===== src/sv/shmc_pkg.sv =====
`default_nettype none

package shmc_pkg;

   localparam int ADDR_BITS = 16;
   localparam int PID_BITS  = 8;

   localparam logic [ADDR_BITS-1:0] ADDR_MAX = {ADDR_BITS{1'b1}};

   // Both queues use power-of-two depths so that the pointers wrap on their own.
   localparam int CMD_DEPTH    = 4;
   localparam int CMD_PTR_BITS = $clog2(CMD_DEPTH);
   localparam int CMD_CNT_BITS = $clog2(CMD_DEPTH + 1);

   localparam int RSP_DEPTH    = 4;
   localparam int RSP_PTR_BITS = $clog2(RSP_DEPTH);
   localparam int RSP_CNT_BITS = $clog2(RSP_DEPTH + 1);

   localparam int WR_CNT_BITS = 2;

   typedef struct packed {
      logic [PID_BITS-1:0]  pid;
      logic [ADDR_BITS-1:0] base;
      logic [ADDR_BITS-1:0] limit;
      logic                 allocated;
      logic                 last;
   } seg_type;

   // Up to two results written into the result queue in one cycle.
   typedef struct packed {
      logic [WR_CNT_BITS-1:0] count;
      seg_type                data0;
      seg_type                data1;
   } wr_type;

   function automatic logic [ADDR_BITS-1:0] sat_add(input logic [ADDR_BITS-1:0] a,
                                                    input logic [ADDR_BITS-1:0] b);
      logic [ADDR_BITS:0] s;
      s = {1'b0, a} + {1'b0, b};
      return s[ADDR_BITS] ? ADDR_MAX : s[ADDR_BITS-1:0];
   endfunction

endpackage

`default_nettype wire


===== src/sv/shmc_front.sv =====
`default_nettype none

module shmc_front (
   input  wire logic                           clock,
   input  wire logic                           reset,
   input  wire logic                           req_push,
   output logic                                req_full,
   input  wire logic [shmc_pkg::PID_BITS-1:0]  req_seg_pid,
   input  wire logic [shmc_pkg::ADDR_BITS-1:0] req_seg_base,
   input  wire logic [shmc_pkg::ADDR_BITS-1:0] req_seg_limit,
   input  wire logic                           req_seg_allocated,
   input  wire logic                           req_seg_last,
   output logic                                cmd_valid,
   output shmc_pkg::seg_type                   cmd,
   input  wire logic                           cmd_pop
);

   shmc_pkg::seg_type                       mem_ff [shmc_pkg::CMD_DEPTH];
   logic [shmc_pkg::CMD_PTR_BITS-1:0]       wr_ptr_ff, wr_ptr_in;
   logic [shmc_pkg::CMD_PTR_BITS-1:0]       rd_ptr_ff, rd_ptr_in;
   logic [shmc_pkg::CMD_CNT_BITS-1:0]       count_ff, count_in;
   logic                                    push_ok;
   logic                                    pop_ok;
   shmc_pkg::seg_type                       entry;

   assign req_full  = (count_ff == shmc_pkg::CMD_CNT_BITS'(shmc_pkg::CMD_DEPTH));
   assign cmd_valid = (count_ff != '0);
   assign cmd       = mem_ff[rd_ptr_ff];
   assign push_ok   = req_push && !req_full;
   assign pop_ok    = cmd_pop && cmd_valid;

   // Holes carry no process, so their pid is cleared on the way in.
   always_comb begin
      entry.pid       = req_seg_allocated ? req_seg_pid : '0;
      entry.base      = req_seg_base;
      entry.limit     = req_seg_limit;
      entry.allocated = req_seg_allocated;
      entry.last      = req_seg_last;
   end

   always_comb begin
      wr_ptr_in = push_ok ? shmc_pkg::CMD_PTR_BITS'(wr_ptr_ff + 1'b1) : wr_ptr_ff;
      rd_ptr_in = pop_ok ? shmc_pkg::CMD_PTR_BITS'(rd_ptr_ff + 1'b1) : rd_ptr_ff;
      count_in  = shmc_pkg::CMD_CNT_BITS'(count_ff
                  + shmc_pkg::CMD_CNT_BITS'(push_ok)
                  - shmc_pkg::CMD_CNT_BITS'(pop_ok));
   end

   always_ff @(posedge clock) begin
      if (reset) begin
         wr_ptr_ff <= '0;
         rd_ptr_ff <= '0;
         count_ff  <= '0;
      end else begin
         wr_ptr_ff <= wr_ptr_in;
         rd_ptr_ff <= rd_ptr_in;
         count_ff  <= count_in;
      end
   end

   always_ff @(posedge clock) begin
      if (push_ok) begin
         mem_ff[wr_ptr_ff] <= entry;
      end
   end

endmodule

`default_nettype wire


===== src/sv/shmc_back.sv =====
`default_nettype none

module shmc_back (
   input  wire logic              clock,
   input  wire logic              reset,
   input  wire logic              csr_we,
   input  wire logic              csr_wdata,
   input  wire logic              cmd_valid,
   input  wire shmc_pkg::seg_type cmd,
   output logic                   cmd_pop,
   input  wire logic              rsp_room,
   output shmc_pkg::wr_type       rsp_wr
);

   logic                            compact_ff;
   logic                            first_ff, first_in;
   logic                            held_valid_ff, held_valid_in;
   shmc_pkg::seg_type               held_ff, held_in;
   logic [shmc_pkg::ADDR_BITS-1:0]  running_ff, running_in;
   logic [shmc_pkg::ADDR_BITS-1:0]  free_ff, free_in;
   logic                            fire;

   assign fire    = cmd_valid && rsp_room;
   assign cmd_pop = fire;

   always_comb begin
      logic [shmc_pkg::ADDR_BITS-1:0] run_eff;
      logic [shmc_pkg::ADDR_BITS-1:0] free_eff;
      logic                           hv_eff;
      shmc_pkg::seg_type              r0;
      shmc_pkg::seg_type              r1;
      logic                           v0;
      logic                           v1;

      first_in      = first_ff;
      held_valid_in = held_valid_ff;
      held_in       = held_ff;
      running_in    = running_ff;
      free_in       = free_ff;
      r0            = held_ff;
      r1            = held_ff;
      v0            = 1'b0;
      v1            = 1'b0;

      // The first segment of a map sets the base that everything is packed from.
      run_eff  = first_ff ? cmd.base : running_ff;
      free_eff = first_ff ? '0 : free_ff;
      hv_eff   = first_ff ? 1'b0 : held_valid_ff;

      if (fire) begin
         first_in      = 1'b0;
         held_valid_in = hv_eff;
         running_in    = run_eff;
         free_in       = free_eff;
         if (!compact_ff) begin
            if (hv_eff && !held_ff.allocated && !cmd.allocated) begin
               held_in.limit = shmc_pkg::sat_add(held_ff.limit, cmd.limit);
            end else begin
               if (hv_eff) begin
                  v0         = 1'b1;
                  r0         = held_ff;
                  r0.last    = 1'b0;
                  running_in = shmc_pkg::sat_add(held_ff.base, held_ff.limit);
               end
               held_valid_in     = 1'b1;
               held_in.pid       = cmd.pid;
               held_in.base      = running_in;
               held_in.limit     = cmd.limit;
               held_in.allocated = cmd.allocated;
               held_in.last      = 1'b0;
            end
            if (cmd.last) begin
               v1      = 1'b1;
               r1      = held_in;
               r1.last = 1'b1;
            end
         end else begin
            if (cmd.allocated) begin
               v0           = 1'b1;
               r0.pid       = cmd.pid;
               r0.base      = run_eff;
               r0.limit     = cmd.limit;
               r0.allocated = 1'b1;
               r0.last      = cmd.last && (free_eff == '0);
               running_in   = shmc_pkg::sat_add(run_eff, cmd.limit);
            end else begin
               free_in = shmc_pkg::sat_add(free_eff, cmd.limit);
            end
            // A map that ends on a hole always gets a trailing hole, even of length zero.
            if (cmd.last && ((free_in != '0) || !cmd.allocated)) begin
               v1           = 1'b1;
               r1.pid       = '0;
               r1.base      = running_in;
               r1.limit     = free_in;
               r1.allocated = 1'b0;
               r1.last      = 1'b1;
            end
         end
         if (cmd.last) begin
            first_in      = 1'b1;
            held_valid_in = 1'b0;
            held_in       = '0;
            running_in    = '0;
            free_in       = '0;
         end
      end

      // A register write abandons whatever map was in progress.
      if (csr_we) begin
         first_in      = 1'b1;
         held_valid_in = 1'b0;
         held_in       = '0;
         running_in    = '0;
         free_in       = '0;
      end

      rsp_wr.count = {1'b0, v0} + {1'b0, v1};
      rsp_wr.data0 = v0 ? r0 : r1;
      rsp_wr.data1 = r1;
   end

   always_ff @(posedge clock) begin
      if (reset) begin
         compact_ff    <= 1'b0;
         first_ff      <= 1'b1;
         held_valid_ff <= 1'b0;
         held_ff       <= '0;
         running_ff    <= '0;
         free_ff       <= '0;
      end else begin
         if (csr_we) begin
            compact_ff <= csr_wdata;
         end
         first_ff      <= first_in;
         held_valid_ff <= held_valid_in;
         held_ff       <= held_in;
         running_ff    <= running_in;
         free_ff       <= free_in;
      end
   end

endmodule

`default_nettype wire


===== src/sv/shmc_rsp_queue.sv =====
`default_nettype none

module shmc_rsp_queue (
   input  wire logic             clock,
   input  wire logic             reset,
   input  wire shmc_pkg::wr_type rsp_wr,
   output logic                  rsp_room,
   output logic                  rsp_empty,
   input  wire logic             rsp_pop,
   output shmc_pkg::seg_type     head
);

   shmc_pkg::seg_type                  mem_ff [shmc_pkg::RSP_DEPTH];
   logic [shmc_pkg::RSP_PTR_BITS-1:0]  wr_ptr_ff, wr_ptr_in;
   logic [shmc_pkg::RSP_PTR_BITS-1:0]  rd_ptr_ff, rd_ptr_in;
   logic [shmc_pkg::RSP_CNT_BITS-1:0]  count_ff, count_in;
   logic [shmc_pkg::RSP_PTR_BITS-1:0]  wr_ptr_next;
   logic                               pop_ok;

   // Room means a worst-case item, which leaves two results, still fits.
   assign rsp_room    = (count_ff <= shmc_pkg::RSP_CNT_BITS'(shmc_pkg::RSP_DEPTH - 2));
   assign rsp_empty   = (count_ff == '0);
   assign head        = mem_ff[rd_ptr_ff];
   assign pop_ok      = rsp_pop && !rsp_empty;
   assign wr_ptr_next = shmc_pkg::RSP_PTR_BITS'(wr_ptr_ff + 1'b1);

   always_comb begin
      wr_ptr_in = shmc_pkg::RSP_PTR_BITS'(wr_ptr_ff
                  + shmc_pkg::RSP_PTR_BITS'(rsp_wr.count));
      rd_ptr_in = pop_ok ? shmc_pkg::RSP_PTR_BITS'(rd_ptr_ff + 1'b1) : rd_ptr_ff;
      count_in  = shmc_pkg::RSP_CNT_BITS'(count_ff
                  + shmc_pkg::RSP_CNT_BITS'(rsp_wr.count)
                  - shmc_pkg::RSP_CNT_BITS'(pop_ok));
   end

   always_ff @(posedge clock) begin
      if (reset) begin
         wr_ptr_ff <= '0;
         rd_ptr_ff <= '0;
         count_ff  <= '0;
      end else begin
         wr_ptr_ff <= wr_ptr_in;
         rd_ptr_ff <= rd_ptr_in;
         count_ff  <= count_in;
      end
   end

   always_ff @(posedge clock) begin
      if (rsp_wr.count != '0) begin
         mem_ff[wr_ptr_ff] <= rsp_wr.data0;
      end
      if (rsp_wr.count == shmc_pkg::WR_CNT_BITS'(2)) begin
         mem_ff[wr_ptr_next] <= rsp_wr.data1;
      end
   end

endmodule

`default_nettype wire


===== src/sv/segment_hole_merge_and_compact.sv =====
// Segment hole merge and compaction over a streamed memory map.
// Input channel: segments are pushed with req_push while req_full is low, one
// map after another, the final segment of each map flagged by req_seg_last.
// Result channel: rebased segments are read while rsp_empty is low; rsp_pop
// takes the one on the ports. Each segment yields zero, one or two results.
// Configuration: csr_we writes csr_wdata into the compaction mode bit
// (0 merges adjacent holes, 1 packs processes and gathers free space into at most one trailing hole).
// A write also drops any partly received map.
// A transferred segment is registered in the segment queue, processed
// combinationally, and its results are registered in the result queue. In
// merge mode a segment is held back until the following segment of the map
// shows whether a hole run goes on, so it leaves together with that segment's
// results. Throughput is one segment per cycle while the result queue has room;
// a segment that yields two results takes two pops to drain.
// A four-entry segment queue sits in front of the processing stage and a
// four-entry result queue behind it. When the receiver stalls, the result
// queue fills, the processing stage waits, and req_full rises once the
// segment queue is full as well; nothing is lost.
// Reset clears both queues, the mode bit and all map state.
`default_nettype none

module segment_hole_merge_and_compact (
   input  wire logic                           clock,
   input  wire logic                           reset,
   input  wire logic                           req_push,
   output logic                                req_full,
   input  wire logic [shmc_pkg::PID_BITS-1:0]  req_seg_pid,
   input  wire logic [shmc_pkg::ADDR_BITS-1:0] req_seg_base,
   input  wire logic [shmc_pkg::ADDR_BITS-1:0] req_seg_limit,
   input  wire logic                           req_seg_allocated,
   input  wire logic                           req_seg_last,
   output logic                                rsp_empty,
   input  wire logic                           rsp_pop,
   output logic [shmc_pkg::PID_BITS-1:0]       rsp_out_pid,
   output logic [shmc_pkg::ADDR_BITS-1:0]      rsp_out_base,
   output logic [shmc_pkg::ADDR_BITS-1:0]      rsp_out_limit,
   output logic                                rsp_out_allocated,
   output logic                                rsp_out_last,
   input  wire logic                           csr_we,
   input  wire logic                           csr_wdata
);

   logic               cmd_valid;
   logic               cmd_pop;
   shmc_pkg::seg_type  cmd;
   logic               rsp_room;
   shmc_pkg::wr_type   rsp_wr;
   shmc_pkg::seg_type  head;

   shmc_front u_front (
      .clock             (clock),
      .reset             (reset),
      .req_push          (req_push),
      .req_full          (req_full),
      .req_seg_pid       (req_seg_pid),
      .req_seg_base      (req_seg_base),
      .req_seg_limit     (req_seg_limit),
      .req_seg_allocated (req_seg_allocated),
      .req_seg_last      (req_seg_last),
      .cmd_valid         (cmd_valid),
      .cmd               (cmd),
      .cmd_pop           (cmd_pop)
   );

   shmc_back u_back (
      .clock     (clock),
      .reset     (reset),
      .csr_we    (csr_we),
      .csr_wdata (csr_wdata),
      .cmd_valid (cmd_valid),
      .cmd       (cmd),
      .cmd_pop   (cmd_pop),
      .rsp_room  (rsp_room),
      .rsp_wr    (rsp_wr)
   );

   shmc_rsp_queue u_rsp_queue (
      .clock     (clock),
      .reset     (reset),
      .rsp_wr    (rsp_wr),
      .rsp_room  (rsp_room),
      .rsp_empty (rsp_empty),
      .rsp_pop   (rsp_pop),
      .head      (head)
   );

   assign rsp_out_pid       = head.pid;
   assign rsp_out_base      = head.base;
   assign rsp_out_limit     = head.limit;
   assign rsp_out_allocated = head.allocated;
   assign rsp_out_last      = head.last;

endmodule

`default_nettype wire


===== config.mk =====
export PLATFORM = sky130hd
export DESIGN_NAME = segment_hole_merge_and_compact
export DESIGN_NICKNAME = d
export VERILOG_FILES = /design/src/sv/shmc_pkg.sv /design/src/sv/shmc_front.sv /design/src/sv/shmc_back.sv /design/src/sv/shmc_rsp_queue.sv /design/src/sv/segment_hole_merge_and_compact.sv
export SDC_FILE = /design/constraint.sdc
export NUM_CORES = 1
export LEC_CHECK = 0
export BUFFER_PORTS_ARGS = -buffer_cell sky130_fd_sc_hd__buf_2
export CELL_PAD_IN_SITES_DETAIL_PLACEMENT = 1
export CELL_PAD_IN_SITES_GLOBAL_PLACEMENT = 2
export CORE_MARGIN = 2
export CORE_UTILIZATION = 39
export DETAILED_ROUTE_END_ITERATION = 6
export GPL_ROUTABILITY_DRIVEN = 0
export PLACE_DENSITY_LB_ADDON = 0.1
export SETUP_SLACK_MARGIN = 0.05
export SLEW_MARGIN = 20
export SYNTH_ARGS = -nofsm -noshare
export SYNTH_HDL_FRONTEND = slang
export SYNTH_SLANG_ARGS = --single-unit

===== constraint.sdc =====
create_clock -name clock -period 9.3 [get_ports clock]
set_clock_uncertainty 0.2 [all_clocks]
set_input_delay 0.465 -clock clock [delete_from_list [all_inputs] [get_ports clock]]
set_output_delay 0.465 -clock clock [all_outputs]
set_load 0.01 [all_outputs]

## After elaboration in Yosys (flattened, before gate mapping)

Memories as Yosys holds them, arrays and structs flattened. A register that Yosys moved wholly into a read port is not among the register bits.
Cells that the tools add are included.

| word-level totals | value |
|---|---|
| flip-flop bits (word level) | 91 |
| memory bits (writable) | 336 |
| output and inout port bits | 44 |
| memories kept | 2 |

| cells by class | value |
|---|---|
| add/sub/neg operators | 14 |
| $lt $le $gt $ge | 1 |
| equality and inequality tests | 4 |
| multiplexer cells | 55 |
| reductions and logical operators | 21 |

Memories:

| memory | depth | width | rd ports | clocked after memory_dff | wr ports | RTL line | text |
|---|---|---|---|---|---|---|---|
| u_front.mem_ff | 4 | 42 | 1 | 1 | 1 | shmc_front.sv:18 | `shmc_pkg::seg_type mem_ff [shmc_pkg::CMD_DEPTH];` |
| u_rsp_queue.mem_ff | 4 | 42 | 1 | 1 | 2 | shmc_rsp_queue.sv:13 | `shmc_pkg::seg_type mem_ff [shmc_pkg::RSP_DEPTH];` |

Operators by type and width:

| kind | number |
|---|---|
| 2-to-1 mux 42 bit | 10 |
| 2-to-1 mux 16 bit | 17 |
| adder 16 x 16 -> 17 bit | 4 |
| 2-to-1 mux 24 bit | 1 |
| 2-to-1 mux 1 bit | 21 |
| logical NOT 16 bit | 1 |
| nonzero test 16 bit | 1 |
| 2-to-1 mux 2 bit | 5 |
| adder 2 x 1 -> 2 bit (second input constant) | 4 |
| logical AND 1 bit | 8 |
| 2-to-1 mux 8 bit | 1 |
| subtractor 3 x 1 -> 3 bit | 2 |
| logical NOT 1 bit | 4 |
| != test 2 x 1 -> 1 bit (second input constant) | 2 |
| adder 3 x 1 -> 3 bit | 1 |
| adder 3 x 2 -> 3 bit | 1 |
| == test 3 bit (second input constant) | 1 |
| less-or-equal comparator 3 x 2 -> 1 bit (second input constant) | 1 |
| logical NOT 3 bit | 1 |
| AND reduction 3 bit | 1 |
| nonzero test 3 bit | 1 |
| adder 1 x 1 -> 2 bit | 1 |
| adder 2 bit | 1 |
| == test 2 bit (second input constant) | 1 |
| 4 further kinds | 4 |

## Logic depth before layout (Yosys ltp)

| depth | value |
|---|---|
| depth in word-level cells | 16 |
| mapped depth | 24 |

## Cells and area by module

Synthesis repeated with hierarchy kept, for this count alone.

| second synthesis, totals | value |
|---|---|
| cell total of the unflattened synthesis | 2076 |
| area, all modules | 24736.2 um2 |

By module, submodules not included:

| module | times used | cells each | area an instance (um2) |
|---|---|---|---|
| shmc_back | 1 | 1342 | 9484.1 |
| shmc_rsp_queue | 1 | 457 | 8620.8 |
| shmc_front | 1 | 277 | 6631.4 |

## Least setup slack after synthesis

OpenSTA, ideal clock, no wires.

| timing path | value |
|---|---|
| kind | register to register |
| from | register (tool-made name) |
| to | memory u_rsp_queue.mem_ff[3][0] (netlist bit) (enable) |
| setup time | 0.506 ns |
| arrival time | 8.218 ns |
| setup slack | 0.376 ns |
| stages on the path, launching flop included | 20 |
| path buffers | 6 |
| period minus slack after synthesis | 8.924 ns |
| cells stage by stage | dfxtp_1 -> buf_2 -> buf_2 -> clkbuf_1 -> buf_2 -> mux4_2 -> ha_1 -> fa_1 -> a21o_1 -> a221oi_1 -> o21ai_0 -> xor2_1 -> o22a_1 -> nand3b_2 -> o31ai_4 -> buf_6 -> buf_4 -> ha_1 -> nand2b_1 -> a21boi_0 |

RTL lines:

| item | RTL line |
|---|---|
| end: declaration | shmc_rsp_queue.sv:13 |

==> out/results.ini <==
[placement]
port_buffers = 91
dp_hpwl_um = 52900
place_area_mm2 = 0.0245
dp_cells = 2715

[die]
dieHeight_um = 247
start_util = 0.392
io_pins = 92
core_area_mm2 = 0.0587
fp-row-count = 89
die_width_um = 247
die_area_mm2 = 0.0610

[power_and_ir_drop]
leakagePower_nw = 9.65
p_switching_mw = 3.63
netSwitchingFraction = 0.412
p_clk_frac = 0.221
p_comb_frac = 0.477
power.total_mw = 8.79
seqPwrFrac = 0.302
p_per_area_mw_per_mm2 = 333
ir_drop_v = 0.000187
p_int_mw = 5.16

[drt]
wire_per_inst_um = 26.5
drt-pass1-iter-count = 5
viasPerCell = 5.92
drc = 0
drt-total-wl_um = 75300
vias = 16800
drt_iter0_markers = 1308
ant_nets = 0

[cells_and_area]
nFillCells = 6139
drive_above_1_share = 0.169
areaGrowthSynthToFinish_pct = 14.6
final_cells = 2838
seq_area_mm2 = 0.0120
finalInstanceArea_mm2 = 0.0264
multiInputGateArea_mm2 = 0.0106
final_nets = 2158

[clocking]
path_clk_slew_ns = 0.06
clk_latency_ns = 0.60
cts_sinks = 430
post_cts_buffers = 0
numCtsBuffers = 49
htree_levels = 2
cts_hold_buf = 35
ctsResizeCount = 0
root_buffer = clkbuf_16
cts_tree = yes
clock_path_buffers = 3

[yosys]
yosys-mux-area-fraction = 0.145
ys_types = 88
synth_fa_ha_area_frac = 0.0465
synth_edf_count = 336
synth.avg_cell_area_um2 = 12.0
ys_ff_latch = 430
synth-seq-area-share = 0.520
async_flop_share = 0
synth-simple-area-share = 0.0860
netlist_top_cells_area = edfxtp_1 44%, mux4_2 8.2%, dfxtp_1 8.2%, mux2i_1 5.7%, ha_1 4.1%
synth_xor_area_frac = 0.0205
synth_top_family_by_area = compound AO/OA/AOI/OAI gates
syn_nets = 2046
synth_top_area_frac = 0.438
ys.warnings.count = 0
synth_cells = 1916
synth_top_area_cell = edfxtp_1
synth_flop_cell = edfxtp_1
synth_area_mm2 = 0.0230
synth_compound_area_frac = 0.156

[sta]
setup_viol = 0
clock.fmax_mhz = 143
rsz0062_at_grt = false
slew_viol_final = 0
slew_headroom = 0.148
holdWs_ns = 0.0284
worst_slew_pin_slew_ns = 1.26
final.period_utilization = 0.753
setup-tns-final_ns = 0
finalCriticalPeriod_ns = 7.01
hold_viol = 0

[worst_setup_path]
start_kind = flop
crit_fanout = 34
cp-end-kind = flop
crit_arrival_ns = 7.14
cp.required_ns = 9.44
critical_path_class = flop to flop

[run_status]
status = finished, final reports clean

[flow_run]
drv_cap = 0

[global_route]
grt.total_usage = 0.247
grt_overflow = 0
grt_pass1_wl_um = 112000
grt_pass1_vias = 17200
grt_max_degree = 67
antenna_found_initial = 0

[min_path]
hp-class = primary input to flop

-- kinds of logic after synthesis --
| group | Yosys count |
|---|---|
| xor gates and xnor gates | 54 |
| AOI/OAI and AO/OA | 524 |
| adders and majority gates | 82 |
| buffers and inverters | 156 |
| DFF | 430 |
| and+or+nand+nor | 443 |
| muxes | 227 |
-- through the flow --
stage	setup WS, ns	util
finish	2.29	0.450
global route	1.80	0.450
CTS	2.20	0.450
detailed placement	2.20	0.417
global placement	2.44	0.417
floorplan	0.376	-
-- sequential cells by signal (all words and copies together), names as in the netlist, named ones only --
name / count
u_back.held_valid_ff: 1
u_front.wr_ptr_ff: 2
u_front.count_ff: 3
u_rsp_queue.count_ff: 3
u_rsp_queue.rd_ptr_ff: 2
u_back.compact_ff: 1
u_front.mem_ff: 168
u_back.first_ff: 1
u_back.free_ff: 16
u_rsp_queue.wr_ptr_ff: 2
u_rsp_queue.mem_ff: 168
u_front.rd_ptr_ff: 2
u_back.held_ff: 41
u_back.running_ff: 16
-- layout make-up --
class,count,area share
inverter,48,0.00683
sequential,430,0.454
antenna,1,0.0000948
tap,773,0.0366
multi-input combinational,1330,0.400
clock inverter,19,0.00924
timing repair buffer,169,0.0427
clock buffer,68,0.0507
-- power groups by stage --
stage	clock, mW	sequential (mW)	combinational [mW]
3_3_place_gp	0	2.68	4.07
4_1_cts	1.99	2.66	4.17
2_1_floorplan	0	2.62	2.75
6_report	1.94	2.66	4.19
5_1_grt	2.05	2.69	4.53
3_5_place_dp	0	2.70	4.14
-- per-layer routing --
layer,GRT usage,vias up,share of wire
met2,0.388,459,0.45
met5,0,-,0
met3,0.0307,110,0.049
li1,-,7622,-
met1,0.361,8605,0.47
met4,0.0689,0,0.025
-- worst paths after layout --
check | startpoint | to | slack, ns | cells after the start
max | flop | u_rsp_queue.mem_ff[1][35] | 2.29 | 19
min | req_seg_allocated | u_front.mem_ff[2][1] | 0.03 | 1
max reg2reg | flop | u_rsp_queue.mem_ff[1][35] | 2.29 | 19
min reg2reg | u_back.free_ff[0] | u_back.free_ff[0] | 0.27 | 2
-- critical path, stage by stage, from the launching register on --
cell and delay, ns:
dfxtp_4 0.60, buf_4 0.52, mux4_2 0.71, ha_1 0.37, o21a_1 0.13, a211o_1 0.33, a21oi_2 0.19, nand2_1 0.38
o22a_1 0.37, nand3b_2 0.33, o31ai_4 0.26, buf_4 0.43, inv_2 0.11, ha_1 0.29, nand2_1 0.25, nor2_1 0.09
nor2_2 0.11, buf_4 0.29, o21ai_0 0.37, a22o_1 0.36
-- placed cells by master, fill, tap and decap left out, types with 42 or more instances in the layout --
master,n
o21ai_0,64
clkbuf_16,50
a21oi_1,135
nor2_1,192
inv_1,45
buf_2,92
dfxtp_1,90
ha_1,76
mux4_2,84
edfxtp_1,336
buf_4,42
nand2_1,116
mux2i_1,130
-- Yosys cell counts, drive strengths merged (6+ instances only) --
| cell | n |
|---|---|
| nor2 | 198 |
| mux2i | 130 |
| xor2 | 19 |
| nand2 | 116 |
| a211o | 6 |
| nand3 | 16 |
| a211oi | 12 |
| a22o | 39 |
| nor2b | 26 |
| dfxtp | 94 |
| nand2b | 16 |
| and3 | 7 |
| clkbuf | 82 |
| inv | 48 |
| o21bai | 6 |
| o22ai | 38 |
| a21o | 26 |
| mux2 | 13 |
| o31ai | 9 |
| a21oi | 137 |
| o21a | 30 |
| a22oi | 41 |
| ha | 76 |
| a2bb2oi | 8 |
| a221oi | 9 |
| a31oi | 19 |
| a2111oi | 7 |
| nand4 | 11 |
| o22a | 10 |
| o21ai | 75 |
| buf | 26 |
| xnor2 | 35 |
| and2 | 22 |
| edfxtp | 336 |
| mux4 | 84 |
| fa | 6 |
| nor3 | 13 |
(Power assumes the default switching activity.)
